<file path="src/rtl/spdu_pkg.sv">
// ----------------------------------------------------------------------------
// spdu_pkg
// types and constants shared by the serial packet deframer modules
// ----------------------------------------------------------------------------
`default_nettype none

package spdu_pkg;

    localparam int MAX_PAYLOAD_DEFAULT = 32;

    localparam logic [7:0] TRAILER_BYTE       = 8'hFF;
    localparam logic [7:0] START_BYTE_RESET   = 8'd170;
    localparam logic [5:0] LENGTH_LIMIT_RESET = 6'd32;

    // register indexes, taken from paddr[2]
    localparam logic REG_START_BYTE   = 1'b0;
    localparam logic REG_LENGTH_LIMIT = 1'b1;

    typedef enum logic [2:0] {
        S_HUNT,
        S_ID,
        S_LEN,
        S_DATA,
        S_TRAILER,
        S_READ,
        S_SEND
    } t_state;

    typedef struct packed {
        logic load_id;
        logic load_len;
        logic store_byte;
        logic clear_emit;
        logic read_mem;
        logic advance_emit;
    } t_cmd;

    typedef struct packed {
        logic is_start;
        logic len_ok;
        logic len_zero;
        logic fill_done;
        logic trailer_ok;
        logic frame_empty;
        logic emit_last;
    } t_status;

endpackage

`default_nettype wire

</file>
<file path="src/rtl/spdu_controller.sv">
// ----------------------------------------------------------------------------
// spdu_controller
// frame phase state machine, issues commands to the datapath
// ----------------------------------------------------------------------------
`default_nettype none

module spdu_controller (
    input  wire logic             i_clk,
    input  wire logic             i_rst_n,
    input  wire logic             i_s_tvalid,
    input  wire logic             i_m_tready,
    input  wire spdu_pkg::t_status i_status,
    output spdu_pkg::t_cmd        o_cmd,
    output logic                  o_s_tready,
    output logic                  o_m_tvalid
);
    import spdu_pkg::*;

    t_state r_state;
    t_state n_state;
    logic   w_in_acc;

    assign w_in_acc = i_s_tvalid && o_s_tready;

    always_ff @(posedge i_clk) begin
        if (!i_rst_n) begin
            r_state <= S_HUNT;
        end else begin
            r_state <= n_state;
        end
    end

    always_comb begin
        n_state = r_state;
        unique case (r_state)
            S_HUNT: begin
                if (w_in_acc && i_status.is_start) n_state = S_ID;
            end
            S_ID: begin
                if (w_in_acc) n_state = S_LEN;
            end
            S_LEN: begin
                if (w_in_acc) begin
                    if (!i_status.len_ok) n_state = S_HUNT;
                    else if (i_status.len_zero) n_state = S_TRAILER;
                    else n_state = S_DATA;
                end
            end
            S_DATA: begin
                if (w_in_acc && i_status.fill_done) n_state = S_TRAILER;
            end
            S_TRAILER: begin
                if (w_in_acc) begin
                    if (!i_status.trailer_ok) n_state = S_HUNT;
                    else if (i_status.frame_empty) n_state = S_SEND;
                    else n_state = S_READ;
                end
            end
            S_READ: begin
                n_state = S_SEND;
            end
            S_SEND: begin
                if (i_m_tready) n_state = i_status.emit_last ? S_HUNT : S_READ;
            end
            default: begin
                n_state = S_HUNT;
            end
        endcase
    end

    always_comb begin
        o_s_tready = 1'b0;
        o_m_tvalid = 1'b0;
        unique case (r_state) inside
            S_HUNT, S_ID, S_LEN, S_DATA, S_TRAILER: begin
                o_s_tready = 1'b1;
            end
            S_SEND: begin
                o_m_tvalid = 1'b1;
            end
            default: begin
                o_s_tready = 1'b0;
            end
        endcase
    end

    always_comb begin
        o_cmd              = '0;
        o_cmd.load_id      = (r_state == S_ID) && w_in_acc;
        o_cmd.load_len     = (r_state == S_LEN) && w_in_acc && i_status.len_ok;
        o_cmd.store_byte   = (r_state == S_DATA) && w_in_acc;
        o_cmd.clear_emit   = (r_state == S_TRAILER) && w_in_acc;
        o_cmd.read_mem     = (r_state == S_READ);
        o_cmd.advance_emit = (r_state == S_SEND) && i_m_tready && !i_status.emit_last;
    end

endmodule

`default_nettype wire

</file>
<file path="src/rtl/spdu_datapath.sv">
// ----------------------------------------------------------------------------
// spdu_datapath
// config registers, frame header registers, payload store and result fields
// ----------------------------------------------------------------------------
`default_nettype none

module spdu_datapath #(
    parameter int MAX_PAYLOAD = spdu_pkg::MAX_PAYLOAD_DEFAULT
) (
    input  wire logic              i_clk,
    input  wire logic              i_rst_n,
    input  wire logic [7:0]        i_byte,
    input  wire spdu_pkg::t_cmd    i_cmd,
    output spdu_pkg::t_status      o_status,
    input  wire logic              i_cfg_wr,
    input  wire logic              i_cfg_idx,
    input  wire logic [31:0]       i_cfg_wdata,
    output logic [31:0]            o_cfg_rdata,
    output logic [31:0]            o_tdata,
    output logic [0:0]             o_tuser
);
    import spdu_pkg::*;

    localparam int AW = (MAX_PAYLOAD > 1) ? $clog2(MAX_PAYLOAD) : 1;

    logic [7:0] r_start_byte;
    logic [5:0] r_length_limit;
    logic [7:0] r_frame_id;
    logic [5:0] r_frame_length;
    logic [5:0] r_fill_index;
    logic [5:0] r_emit_idx;
    logic [7:0] r_rd_data;
    logic [7:0] r_mem [MAX_PAYLOAD];

    logic [5:0] w_fill_next;
    logic [5:0] w_emit_next;
    logic       w_has_payload;

    assign w_fill_next   = r_fill_index + 6'd1;
    assign w_emit_next   = r_emit_idx + 6'd1;
    assign w_has_payload = (r_frame_length != 6'd0);

    always_ff @(posedge i_clk) begin
        if (!i_rst_n) begin
            r_start_byte   <= START_BYTE_RESET;
            r_length_limit <= LENGTH_LIMIT_RESET;
        end else if (i_cfg_wr) begin
            case (i_cfg_idx)
                REG_START_BYTE:   r_start_byte   <= i_cfg_wdata[7:0];
                REG_LENGTH_LIMIT: r_length_limit <= i_cfg_wdata[5:0];
                default:          r_start_byte   <= r_start_byte;
            endcase
        end
    end

    always_comb begin
        o_cfg_rdata = '0;
        case (i_cfg_idx)
            REG_START_BYTE:   o_cfg_rdata = {24'd0, r_start_byte};
            REG_LENGTH_LIMIT: o_cfg_rdata = {26'd0, r_length_limit};
            default:          o_cfg_rdata = '0;
        endcase
    end

    always_ff @(posedge i_clk) begin
        if (!i_rst_n) begin
            r_frame_id     <= '0;
            r_frame_length <= '0;
            r_fill_index   <= '0;
            r_emit_idx     <= '0;
        end else begin
            if (i_cmd.load_id) r_frame_id <= i_byte;
            if (i_cmd.load_len) begin
                r_frame_length <= i_byte[5:0];
                r_fill_index   <= '0;
            end else if (i_cmd.store_byte) begin
                r_fill_index <= w_fill_next;
            end
            if (i_cmd.clear_emit) r_emit_idx <= '0;
            else if (i_cmd.advance_emit) r_emit_idx <= w_emit_next;
        end
    end

    // payload store
    always_ff @(posedge i_clk) begin
        if (i_cmd.store_byte && ({1'b0, r_fill_index} < 7'(MAX_PAYLOAD))) begin
            r_mem[r_fill_index[AW-1:0]] <= i_byte;
        end
    end

    always_ff @(posedge i_clk) begin
        if (i_cmd.read_mem) r_rd_data <= r_mem[r_emit_idx[AW-1:0]];
    end

    always_comb begin
        o_status             = '0;
        o_status.is_start    = (i_byte == r_start_byte);
        o_status.len_ok      = (i_byte <= {2'b00, r_length_limit}) &&
                               (i_byte <= 8'(MAX_PAYLOAD));
        o_status.len_zero    = (i_byte == 8'd0);
        o_status.fill_done   = (w_fill_next >= r_frame_length);
        o_status.trailer_ok  = (i_byte == TRAILER_BYTE);
        o_status.frame_empty = !w_has_payload;
        o_status.emit_last   = !w_has_payload || (w_emit_next == r_frame_length);
    end

    // tdata: msg_id, payload_length, byte_index, payload_byte, zero pad
    assign o_tdata = {5'd0,
                      w_has_payload ? r_rd_data : 8'd0,
                      r_emit_idx[4:0],
                      r_frame_length,
                      r_frame_id};
    assign o_tuser = w_has_payload;

endmodule

`default_nettype wire

</file>
<file path="src/rtl/serial_packet_deframer_unit.sv">
// ----------------------------------------------------------------------------
// serial_packet_deframer_unit
// pulls length-prefixed frames out of a received serial byte stream
// ----------------------------------------------------------------------------
// input stream carries one received byte per transaction; a frame is the
// start byte, a message id, a length byte, that many payload bytes and a
// 0xFF trailer. header, payload and trailer bytes are accepted back to back.
// after a good trailer the frame comes out on the output stream as one
// transaction per payload byte (tlast on the final one), or as a single
// transaction with tuser low for an empty frame. each payload result is
// produced by a payload store read and then held on the output (an empty
// frame goes straight to the output hold); the next byte is read only once
// the current result is taken with tready high.
// the input stream is held off (tready low) until the run is fully taken;
// when the receiver stalls, the current result is held stable.
// oversize lengths and bad trailers drop the frame with no output.
// the apb port sets the start byte (0x0) and length limit (0x4), pready is
// always high. reset returns to hunting with the default registers; no
// payload store clearing pass is needed.
// ----------------------------------------------------------------------------
`default_nettype none

module serial_packet_deframer_unit #(
    parameter int MAX_PAYLOAD = spdu_pkg::MAX_PAYLOAD_DEFAULT
) (
    input  wire logic        i_clk,
    input  wire logic        i_rst_n,
    input  wire logic        i_s_tvalid,
    output logic             o_s_tready,
    input  wire logic [7:0]  i_s_tdata,   // byte_in
    output logic             o_m_tvalid,
    input  wire logic        i_m_tready,
    output logic [31:0]      o_m_tdata,   // msg_id, payload_length, byte_index, payload_byte
    output logic [0:0]       o_m_tuser,   // has_payload
    output logic             o_m_tlast,
    input  wire logic        psel,
    input  wire logic        penable,
    input  wire logic        pwrite,
    input  wire logic [2:0]  paddr,
    input  wire logic [31:0] pwdata,
    output logic [31:0]      prdata,
    output logic             pready
);
    import spdu_pkg::*;

    t_cmd    w_cmd;
    t_status w_status;
    logic    w_cfg_wr;

    assign pready    = 1'b1;
    assign w_cfg_wr  = psel && penable && pwrite && pready;
    assign o_m_tlast = w_status.emit_last;

    spdu_controller u_controller (
        .i_clk      (i_clk),
        .i_rst_n    (i_rst_n),
        .i_s_tvalid (i_s_tvalid),
        .i_m_tready (i_m_tready),
        .i_status   (w_status),
        .o_cmd      (w_cmd),
        .o_s_tready (o_s_tready),
        .o_m_tvalid (o_m_tvalid)
    );

    spdu_datapath #(
        .MAX_PAYLOAD (MAX_PAYLOAD)
    ) u_datapath (
        .i_clk       (i_clk),
        .i_rst_n     (i_rst_n),
        .i_byte      (i_s_tdata),
        .i_cmd       (w_cmd),
        .o_status    (w_status),
        .i_cfg_wr    (w_cfg_wr),
        .i_cfg_idx   (paddr[2]),
        .i_cfg_wdata (pwdata),
        .o_cfg_rdata (prdata),
        .o_tdata     (o_m_tdata),
        .o_tuser     (o_m_tuser)
    );

endmodule

`default_nettype wire

</file>
<file path="config.mk">
export PLATFORM = sky130hd
export DESIGN_NAME = serial_packet_deframer_unit
export DESIGN_NICKNAME = d
export VERILOG_FILES = /design/src/rtl/spdu_pkg.sv /design/src/rtl/spdu_controller.sv /design/src/rtl/spdu_datapath.sv /design/src/rtl/serial_packet_deframer_unit.sv
export SDC_FILE = /design/constraint.sdc
export NUM_CORES = 1
export LEC_CHECK = 0
export BUFFER_PORTS_ARGS = -buffer_cell sky130_fd_sc_hd__buf_2
export CAP_MARGIN = 20
export CELL_PAD_IN_SITES_DETAIL_PLACEMENT = 1
export CELL_PAD_IN_SITES_GLOBAL_PLACEMENT = 2
export CORE_ASPECT_RATIO = 0.6
export CORE_MARGIN = 2
export CORE_UTILIZATION = 40
export DETAILED_ROUTE_END_ITERATION = 7
export GPL_TIMING_DRIVEN = 0
export PLACE_DENSITY = 0.82
export SKIP_CTS_REPAIR_TIMING = 1
export SLEW_MARGIN = 25
export SYNTH_ARGS = -nofsm -noshare
export SYNTH_HDL_FRONTEND = slang
export SYNTH_SLANG_ARGS = --single-unit
</file>
<file path="constraint.sdc">
create_clock -name i_clk -period 2.5 [get_ports i_clk]
set_input_delay 0.25 -clock i_clk [delete_from_list [all_inputs] [get_ports i_clk]]
set_output_delay 0.25 -clock i_clk [all_outputs]
set_load 0.03 [all_outputs]
</file>
# Word level (Yosys, flattened, before mapping)
# Memories as Yosys holds them, arrays and structs flattened. A register that Yosys moved wholly into a read port is not among the register bits.
# Index checks and enable logic that the tools add are counted.
# Widths: inputs -> output; s select.
# classes
add_sub_neg	2
n_lt_le_gt_ge	4
n_eq_ne	15
reduce_logical	26
mux	18
bitwise_logic	2
# ops
cell	count
$pmux 32 s2	1
$mux 3	10
$pmux 3 s7	1
$logic_and 1x1->1	14
$add 6x1->6 const B	2
$ne 2x1->1 const B	5
$eq 3x3->1 const B	3
$eq 8x8->1	1
$eq 8x8->1 const B	1
$le 8x6->1	1
$le 8x6->1 const B	1
$logic_not 8->1	1
$mux 8	1
$eq 3x2->1 const B	2
$eq 6x6->1	1
$ge 6x6->1	1
$lt 6x6->1 const B	1
$reduce_and 6->1	1
$reduce_bool 6->1	1
$reduce_or 5->1	1
$mux 1	4
$reduce_and 2->1	2
$reduce_or 2->1	2
$eq 3x1->1 const B	1
other kinds (6)	8
# totals
ram_bits	256
n_memories	1
regBits	43
output_inout_bits	69
# mem_list
name	depth	word_bits	rd	rd_ports_with_merged_regs	write_ports	line_no	rtl
u_datapath.r_mem	32	8	1	1	1	spdu_datapath.sv:33	logic [7:0] r_mem [MAX_PAYLOAD];

# Logic depth before layout (Yosys ltp)
# Gate-level depths: netlist (run 1).
# logic_depth
depth_word	8
ltp_mapped	10

# Hierarchy
# A second synthesis (run 1) with hierarchy kept.
# hier_totals
hier_cells	881
hier_area_um2	13334.0
# by_module_without_submodules
module	area_each_um2	cells_each	n_inst
spdu_datapath	12921.1	830	1
spdu_controller	395.4	48	1
serial_packet_deframer_unit	17.5	3	1

# Worst setup path after synthesis (run 1)
# Ideal clock, no wire load.
# synth_timing
path_kind	reg2reg
from	register u_datapath.r_emit_idx[1]
to	register u_datapath.r_rd_data[0], read port of u_datapath.r_mem, data pin
path_stages_with_launch	6
arrival_ns	2.067
path_slack_ns	0.173
path_buffers	2
t_required_ns	2.240
setup_time_ns	0.260
synth_period_minus_slack_ns	2.327
cell_sequence	dfxtp_1 -> buf_1 -> clkbuf_1 -> mux4_2 -> mux4_2 -> mux2_2
# synth_lines
element	line_no	rtl
start, declared	spdu_datapath.sv:31	logic [5:0] r_emit_idx;
start signal, assigned	spdu_datapath.sv:80	else if (i_cmd.advance_emit) r_emit_idx <= w_emit_next;
end, declared	spdu_datapath.sv:32	logic [7:0] r_rd_data;

==> flow_metrics.tcl, run 1 <==
set metrics [dict create \
    yosysSeqAreaShare 0.668 \
    cts_sinks 307 \
    hold_viol 0 \
    portBuffers 62 \
    ir_worst_vdd_mv 0.496 \
    synth-seq-cells 307 \
    pin_count 119 \
    n_antenna_cell 0 \
    worst_pin_slew_ns 0.895 \
    maxCapViolCount 0 \
    dpl.hpwl_um 22700 \
    fin_cells 1366 \
    critPathTopFamily "multiplexers" \
    clk_path_buf_depth 3 \
    vias 7440 \
    layout_commonest_cell "edfxtp_1" \
    mostFrequentLayoutCells "edfxtp_1 (264), mux4_2 (71), buf_2 (62)" \
    grt-ovfl-total 0 \
    drive_above_1_share 0.357 \
    async_reset_ff_frac 0 \
    dp.cells 1285 \
    slowest_stage "mux4_2" \
    grt_use_total 0.195 \
    clk_pin_slew_ns 0.07 \
    fin_worst_skew_ns 0.0174 \
    leakagePower_nw 5.29 \
    area_growth_pct 20.9 \
    status "complete, no violations" \
    cts-root-buf "clkbuf_16" \
    drtIter0Drc 707 \
    dr.pass1.iters 5 \
    seqCellArea_mm2 0.00880 \
    synthFlopType "edfxtp_1" \
    grt_max_degree 41 \
    syn_inst 770 \
    startpoint_type "flop" \
    avgRoutedWirePerCell_um 25.4 \
    drc 0 \
    ant_nets 0 \
    setup_viol 0 \
    crit_arrival_ns 2.78 \
    rows 51 \
    drt_wl_total_um 34600 \
    cp_num_buf_inv 2 \
    crit_path_max_incr_delay_ns 0.61 \
    worstSkewPairLatency_ns 0.56 \
    ys_warn_count 0 \
    initial_core_util 0.406 \
    grt_pass1_vias 7375 \
    synth_area_mm2 0.0132 \
    timing.final.crit_share 0.988 \
    critPathKind "reg2reg" \
    post-route-min-period_ns 2.47 \
    cp_max_fo 10 \
    numCtsBuffers 28 \
    die_area_mm2 0.0344 \
    htreeDepth 1 \
    grt_pass1_wl_um 48700 \
    cp.required_ns 2.81 \
    fin_nets 988 \
    multi_input_area_mm2 0.00428 \
    crit_path_end_kind "flop" \
    cpMostUsedCell "mux4_2" \
    hold_ws_ns 0.0965 \
    antenna_found_initial 0 \
    hold_path_class "in2reg" \
    max_freq_mhz 405 \
    power.density_mw_per_mm2 649 \
    die_width_um 238 \
    slew_violations 0 \
    cp_cell_sequence "buf_6, buf_4, mux4_2, mux4_2, mux2_2" \
    n_fill_cell 3115 \
    yosysUniqueCellTypes 57 \
    avgSynthCellArea_um2 17.1 \
    synth-edff-count 264 \
    cts_tree "built" \
    drt-vias-per-instance 5.45 \
    final_util 0.490 \
    grt_setup_unrepaired "true" \
    slew_headroom 0.403 \
    place_congestion 0.777 \
    fp.dieH_um 144 \
    core_mm2 0.0324 \
]
[worst register-to-register path, delay by kind of cell, from the launching register on]
| family | cells | cell delay [ns] |
|---|---|---|
| mux | 3 | 1.45 |
| buf+inv | 2 | 0.41 |
| flops | 1 | 0.36 |
[Yosys cell counts, types with 5 or more instances]
| library cell | instances | share of area |
|---|---|---|
| dfxtp_1 | 43 | 0.065 |
| mux4_2 | 66 | 0.11 |
| nand3_1 | 15 | 0.0057 |
| buf_2 | 6 | 0.0023 |
| edfxtp_1 | 264 | 0.60 |
| and2_1 | 10 | 0.0048 |
| xor2_1 | 11 | 0.0073 |
| mux2i_1 | 24 | 0.018 |
| mux4_1 | 14 | 0.028 |
| nand4_1 | 5 | 0.0024 |
| mux2_2 | 15 | 0.013 |
| nor4_1 | 6 | 0.0029 |
| inv_1 | 17 | 0.0049 |
| nor2b_1 | 23 | 0.011 |
| ha_1 | 18 | 0.017 |
| nor2_1 | 50 | 0.014 |
| clkbuf_1 | 20 | 0.0057 |
| xnor2_1 | 13 | 0.0087 |
| buf_4 | 35 | 0.020 |
| nand2_1 | 40 | 0.011 |
| o21ai_0 | 8 | 0.0030 |
[registers in the layout, summed over array words and instances, names as in the netlist]
signal                     flops
u_datapath.r_frame_length      6
u_datapath.r_emit_idx          6
u_controller.r_state           3
u_datapath.r_start_byte        8
u_datapath.r_rd_data           8
u_datapath.r_length_limit      6
u_datapath.r_fill_index        6
u_datapath.r_mem             256
u_datapath.r_frame_id          8
[path summary, 6_finish.rpt]
| check | start | end | slack, ns | cells past startpoint |
|---|---|---|---|---|
| worst min register to register | u_datapath.r_start_byte[6]$_SDFFE_PN0P_ | u_datapath.r_start_byte[6]$_SDFFE_PN0P_ | 0.50 | 2 |
| worst max register to register | u_datapath.r_emit_idx[0]$_SDFFE_PP0P_ | u_datapath.r_rd_data[1]$_DFFE_PN_ | 0.03 | 5 |
| worst max-delay path | u_datapath.r_emit_idx[0]$_SDFFE_PP0P_ | u_datapath.r_rd_data[1]$_DFFE_PN_ | 0.03 | 5 |
| worst min-delay path | i_rst_n | u_controller.r_state[2]$_SDFFE_PN0P_ | 0.1 | 3 |
[power breakdown]
part	switching, mW	total (mW)	internal (mW)
registers	0.00549	5.56	5.55
clock network	1.93	4.43	2.50
logic	0.231	0.326	0.0946
total	2.17	10.3	8.14
[cells by family after synthesis]
family | count (synthesis) | synth area share
mux | 119 | 0.172
xor+xnor | 24 | 0.0160
simple gates | 174 | 0.0659
flops | 307 | 0.668
fa+ha+maj | 18 | 0.0171
other cells | 2 | 0.000571
compound gates | 39 | 0.0215
buf+inv | 87 | 0.0385
[per-stage QoR]
| stage | worst slack, ns | total power [mW] | cell area, um^2 | setup TNS (ns) |
|---|---|---|---|---|
| detailed placement | -0.960 | 5.98 | 14100 | -150.75 |
| CTS | -0.978 | 10.4 | 15100 | -153.29 |
| floorplan | 0.173 | 5.84 | 13300 | 0 |
| global route | -0.0448 | 10.6 | 15900 | -0.0659 |
| global placement | -0.853 | 5.97 | 14100 | -139.27 |
| finish | 0.0309 | 10.3 | 15900 | 0 |
[area by class of cell]
cell class	count	area share
flip-flops and latches	307	0.554
multi-input cells	404	0.269
repair buffers	93	0.0490
clock buffers	36	0.0486
well taps	424	0.0334
plain buffers	68	0.0315
clock inverters	16	0.0104
inverters	18	0.00425
[layer usage]
metal  part of all wire  vias to the layer above  track usage
met4              0.010                        0       0.0266
met2               0.45                      238        0.294
met5                  0                        -            0
met3              0.060                       27       0.0359
met1               0.48                     3932        0.301
li1                   -                     3243            -
(Power assumes the default switching activity.)
==> inputs of run 2 (changes only) <==
MAX_ROUTING_LAYER = met4   (was default)
==> flow_metrics.tcl, run 2 (synthesis results as in run 1) <==
set metrics [dict create \
    largest_reg_flops 256 \
    avgRoutedWirePerCell_um 25.4 \
    cp.required_ns 2.81 \
    layout_commonest_cell "edfxtp_1" \
    pin_count 119 \
    core_mm2 0.0324 \
    leakagePower_nw 5.29 \
    slew_violations 0 \
    grt_max_degree 41 \
    startpoint_type "flop" \
    clk_path_buf_depth 3 \
    drive_above_1_share 0.357 \
    n_antenna_cell 0 \
    ir_worst_vdd_mv 0.495 \
    die_area_mm2 0.0344 \
    cp_max_fo 10 \
    initial_core_util 0.406 \
    post-route-min-period_ns 2.48 \
    final_util 0.490 \
    fin_worst_skew_ns 0.0185 \
    power_frac_comb 0.032 \
    grt_setup_unrepaired "true" \
    hold_path_class "in2reg" \
    place_congestion 0.788 \
    timing.final.crit_share 0.991 \
    portBuffers 62 \
    antenna_found_initial 0 \
    drt_wl_total_um 34700 \
    multi_input_area_mm2 0.00428 \
    die_width_um 238 \
    setup_viol 0 \
    n_fill_cell 3115 \
    drc 0 \
    cts_sinks 307 \
    grt_use_total 0.201 \
    grt_pass1_wl_um 48600 \
    rows 51 \
    crit_arrival_ns 2.78 \
    p_int_mw 8.14 \
    drtIter0Drc 803 \
    dp.cells 1285 \
    crit_path_end_kind "flop" \
    clk_pin_slew_ns 0.07 \
    hold_viol 0 \
    fp.dieH_um 144 \
    htreeDepth 1 \
    postPlaceCellArea_mm2 0.0141 \
    fin_nets 988 \
    dr.pass1.iters 7 \
    status "complete, no violations" \
    power.density_mw_per_mm2 649 \
    critPathKind "reg2reg" \
    numCtsBuffers 28 \
    vias 7430 \
    seqCellArea_mm2 0.00880 \
    maxCapViolCount 0 \
    pwr-share-seq 0.538 \
    drt-vias-per-instance 5.44 \
    worstSkewPairLatency_ns 0.56 \
    slew_headroom 0.402 \
    dpl.hpwl_um 22700 \
    ant_nets 0 \
    fin_area_mm2 0.0159 \
    p_clk_frac 0.430 \
    cts_tree "built" \
    worst_pin_slew_ns 0.897 \
    switchingPower_mw 2.18 \
    cts-root-buf "clkbuf_16" \
    grt-ovfl-total 0 \
    fin_cells 1366 \
    grt_pass1_vias 7386 \
    max_freq_mhz 404 \
    area_growth_pct 20.9 \
    mostFrequentLayoutCells "edfxtp_1 (264), mux4_2 (71), buf_2 (62)" \
    p_sw_frac 0.211 \
]
==> run 2: path summary, 6_finish.rpt <==
kind | from | to | slack (ns) | depth (start not counted)
setup / recovery | u_datapath.r_emit_idx[0]$_SDFFE_PP0P_ | u_datapath.r_rd_data[1]$_DFFE_PN_ | 0.02 | 5
hold / removal | i_rst_n | u_controller.r_state[2]$_SDFFE_PN0P_ | 0.1 | 3
hold reg to reg | u_datapath.r_start_byte[6]$_SDFFE_PN0P_ | u_datapath.r_start_byte[6]$_SDFFE_PN0P_ | 0.50 | 2
setup reg to reg | u_datapath.r_emit_idx[0]$_SDFFE_PP0P_ | u_datapath.r_rd_data[1]$_DFFE_PN_ | 0.02 | 5
==> run 2: metrics by stage <==
step | power, mW | hold slack, ns | TNS (ns) | setup WS [ns]
floorplan | 5.84 | 0.349 | 0 | 0.173
global placement | 5.97 | 0.476 | -139.27 | -0.853
detailed placement | 5.98 | 0.484 | -150.75 | -0.960
CTS | 10.4 | -0.0886 | -153.29 | -0.978
global route | 10.6 | 0.0973 | -0.0639 | -0.0449
finish | 10.3 | 0.0968 | 0 | 0.0235
==> run 2: power groups by stage <==
stage / Clock, mW / Combinational (mW) / Sequential (mW)
2_1_floorplan: 0 / 0.170 / 5.67
3_3_place_gp: 0 / 0.301 / 5.67
3_5_place_dp: 0 / 0.311 / 5.67
4_1_cts: 4.49 / 0.311 / 5.56
5_1_grt: 4.72 / 0.350 / 5.55
6_report: 4.44 / 0.326 / 5.56
==> run 2: critical path, stage by stage (launching register included) <==
cell and delay (ns):
dfxtp_2 0.36, buf_6 0.14, buf_4 0.26, mux4_2 0.61, mux4_2 0.54, mux2_2 0.30
==> run 2: area by class of cell <==
type,instances,share of cell area
plain buffers,68,0.0315
well taps,424,0.0334
inverters,18,0.00425
clock inverters,16,0.0104
clock buffers,36,0.0486
multi-input cells,404,0.269
flip-flops and latches,307,0.554
repair buffers,93,0.0490
==> run 2: routing by layer <==
layer | share of wire | global-route usage | wire length, um
met2 | 0.45 | 0.293 | 15700
met5 | 0 | - | 0
met4 | 0.010 | 0.0266 | 348
met1 | 0.48 | 0.302 | 16600
met3 | 0.059 | 0.0355 | 2030
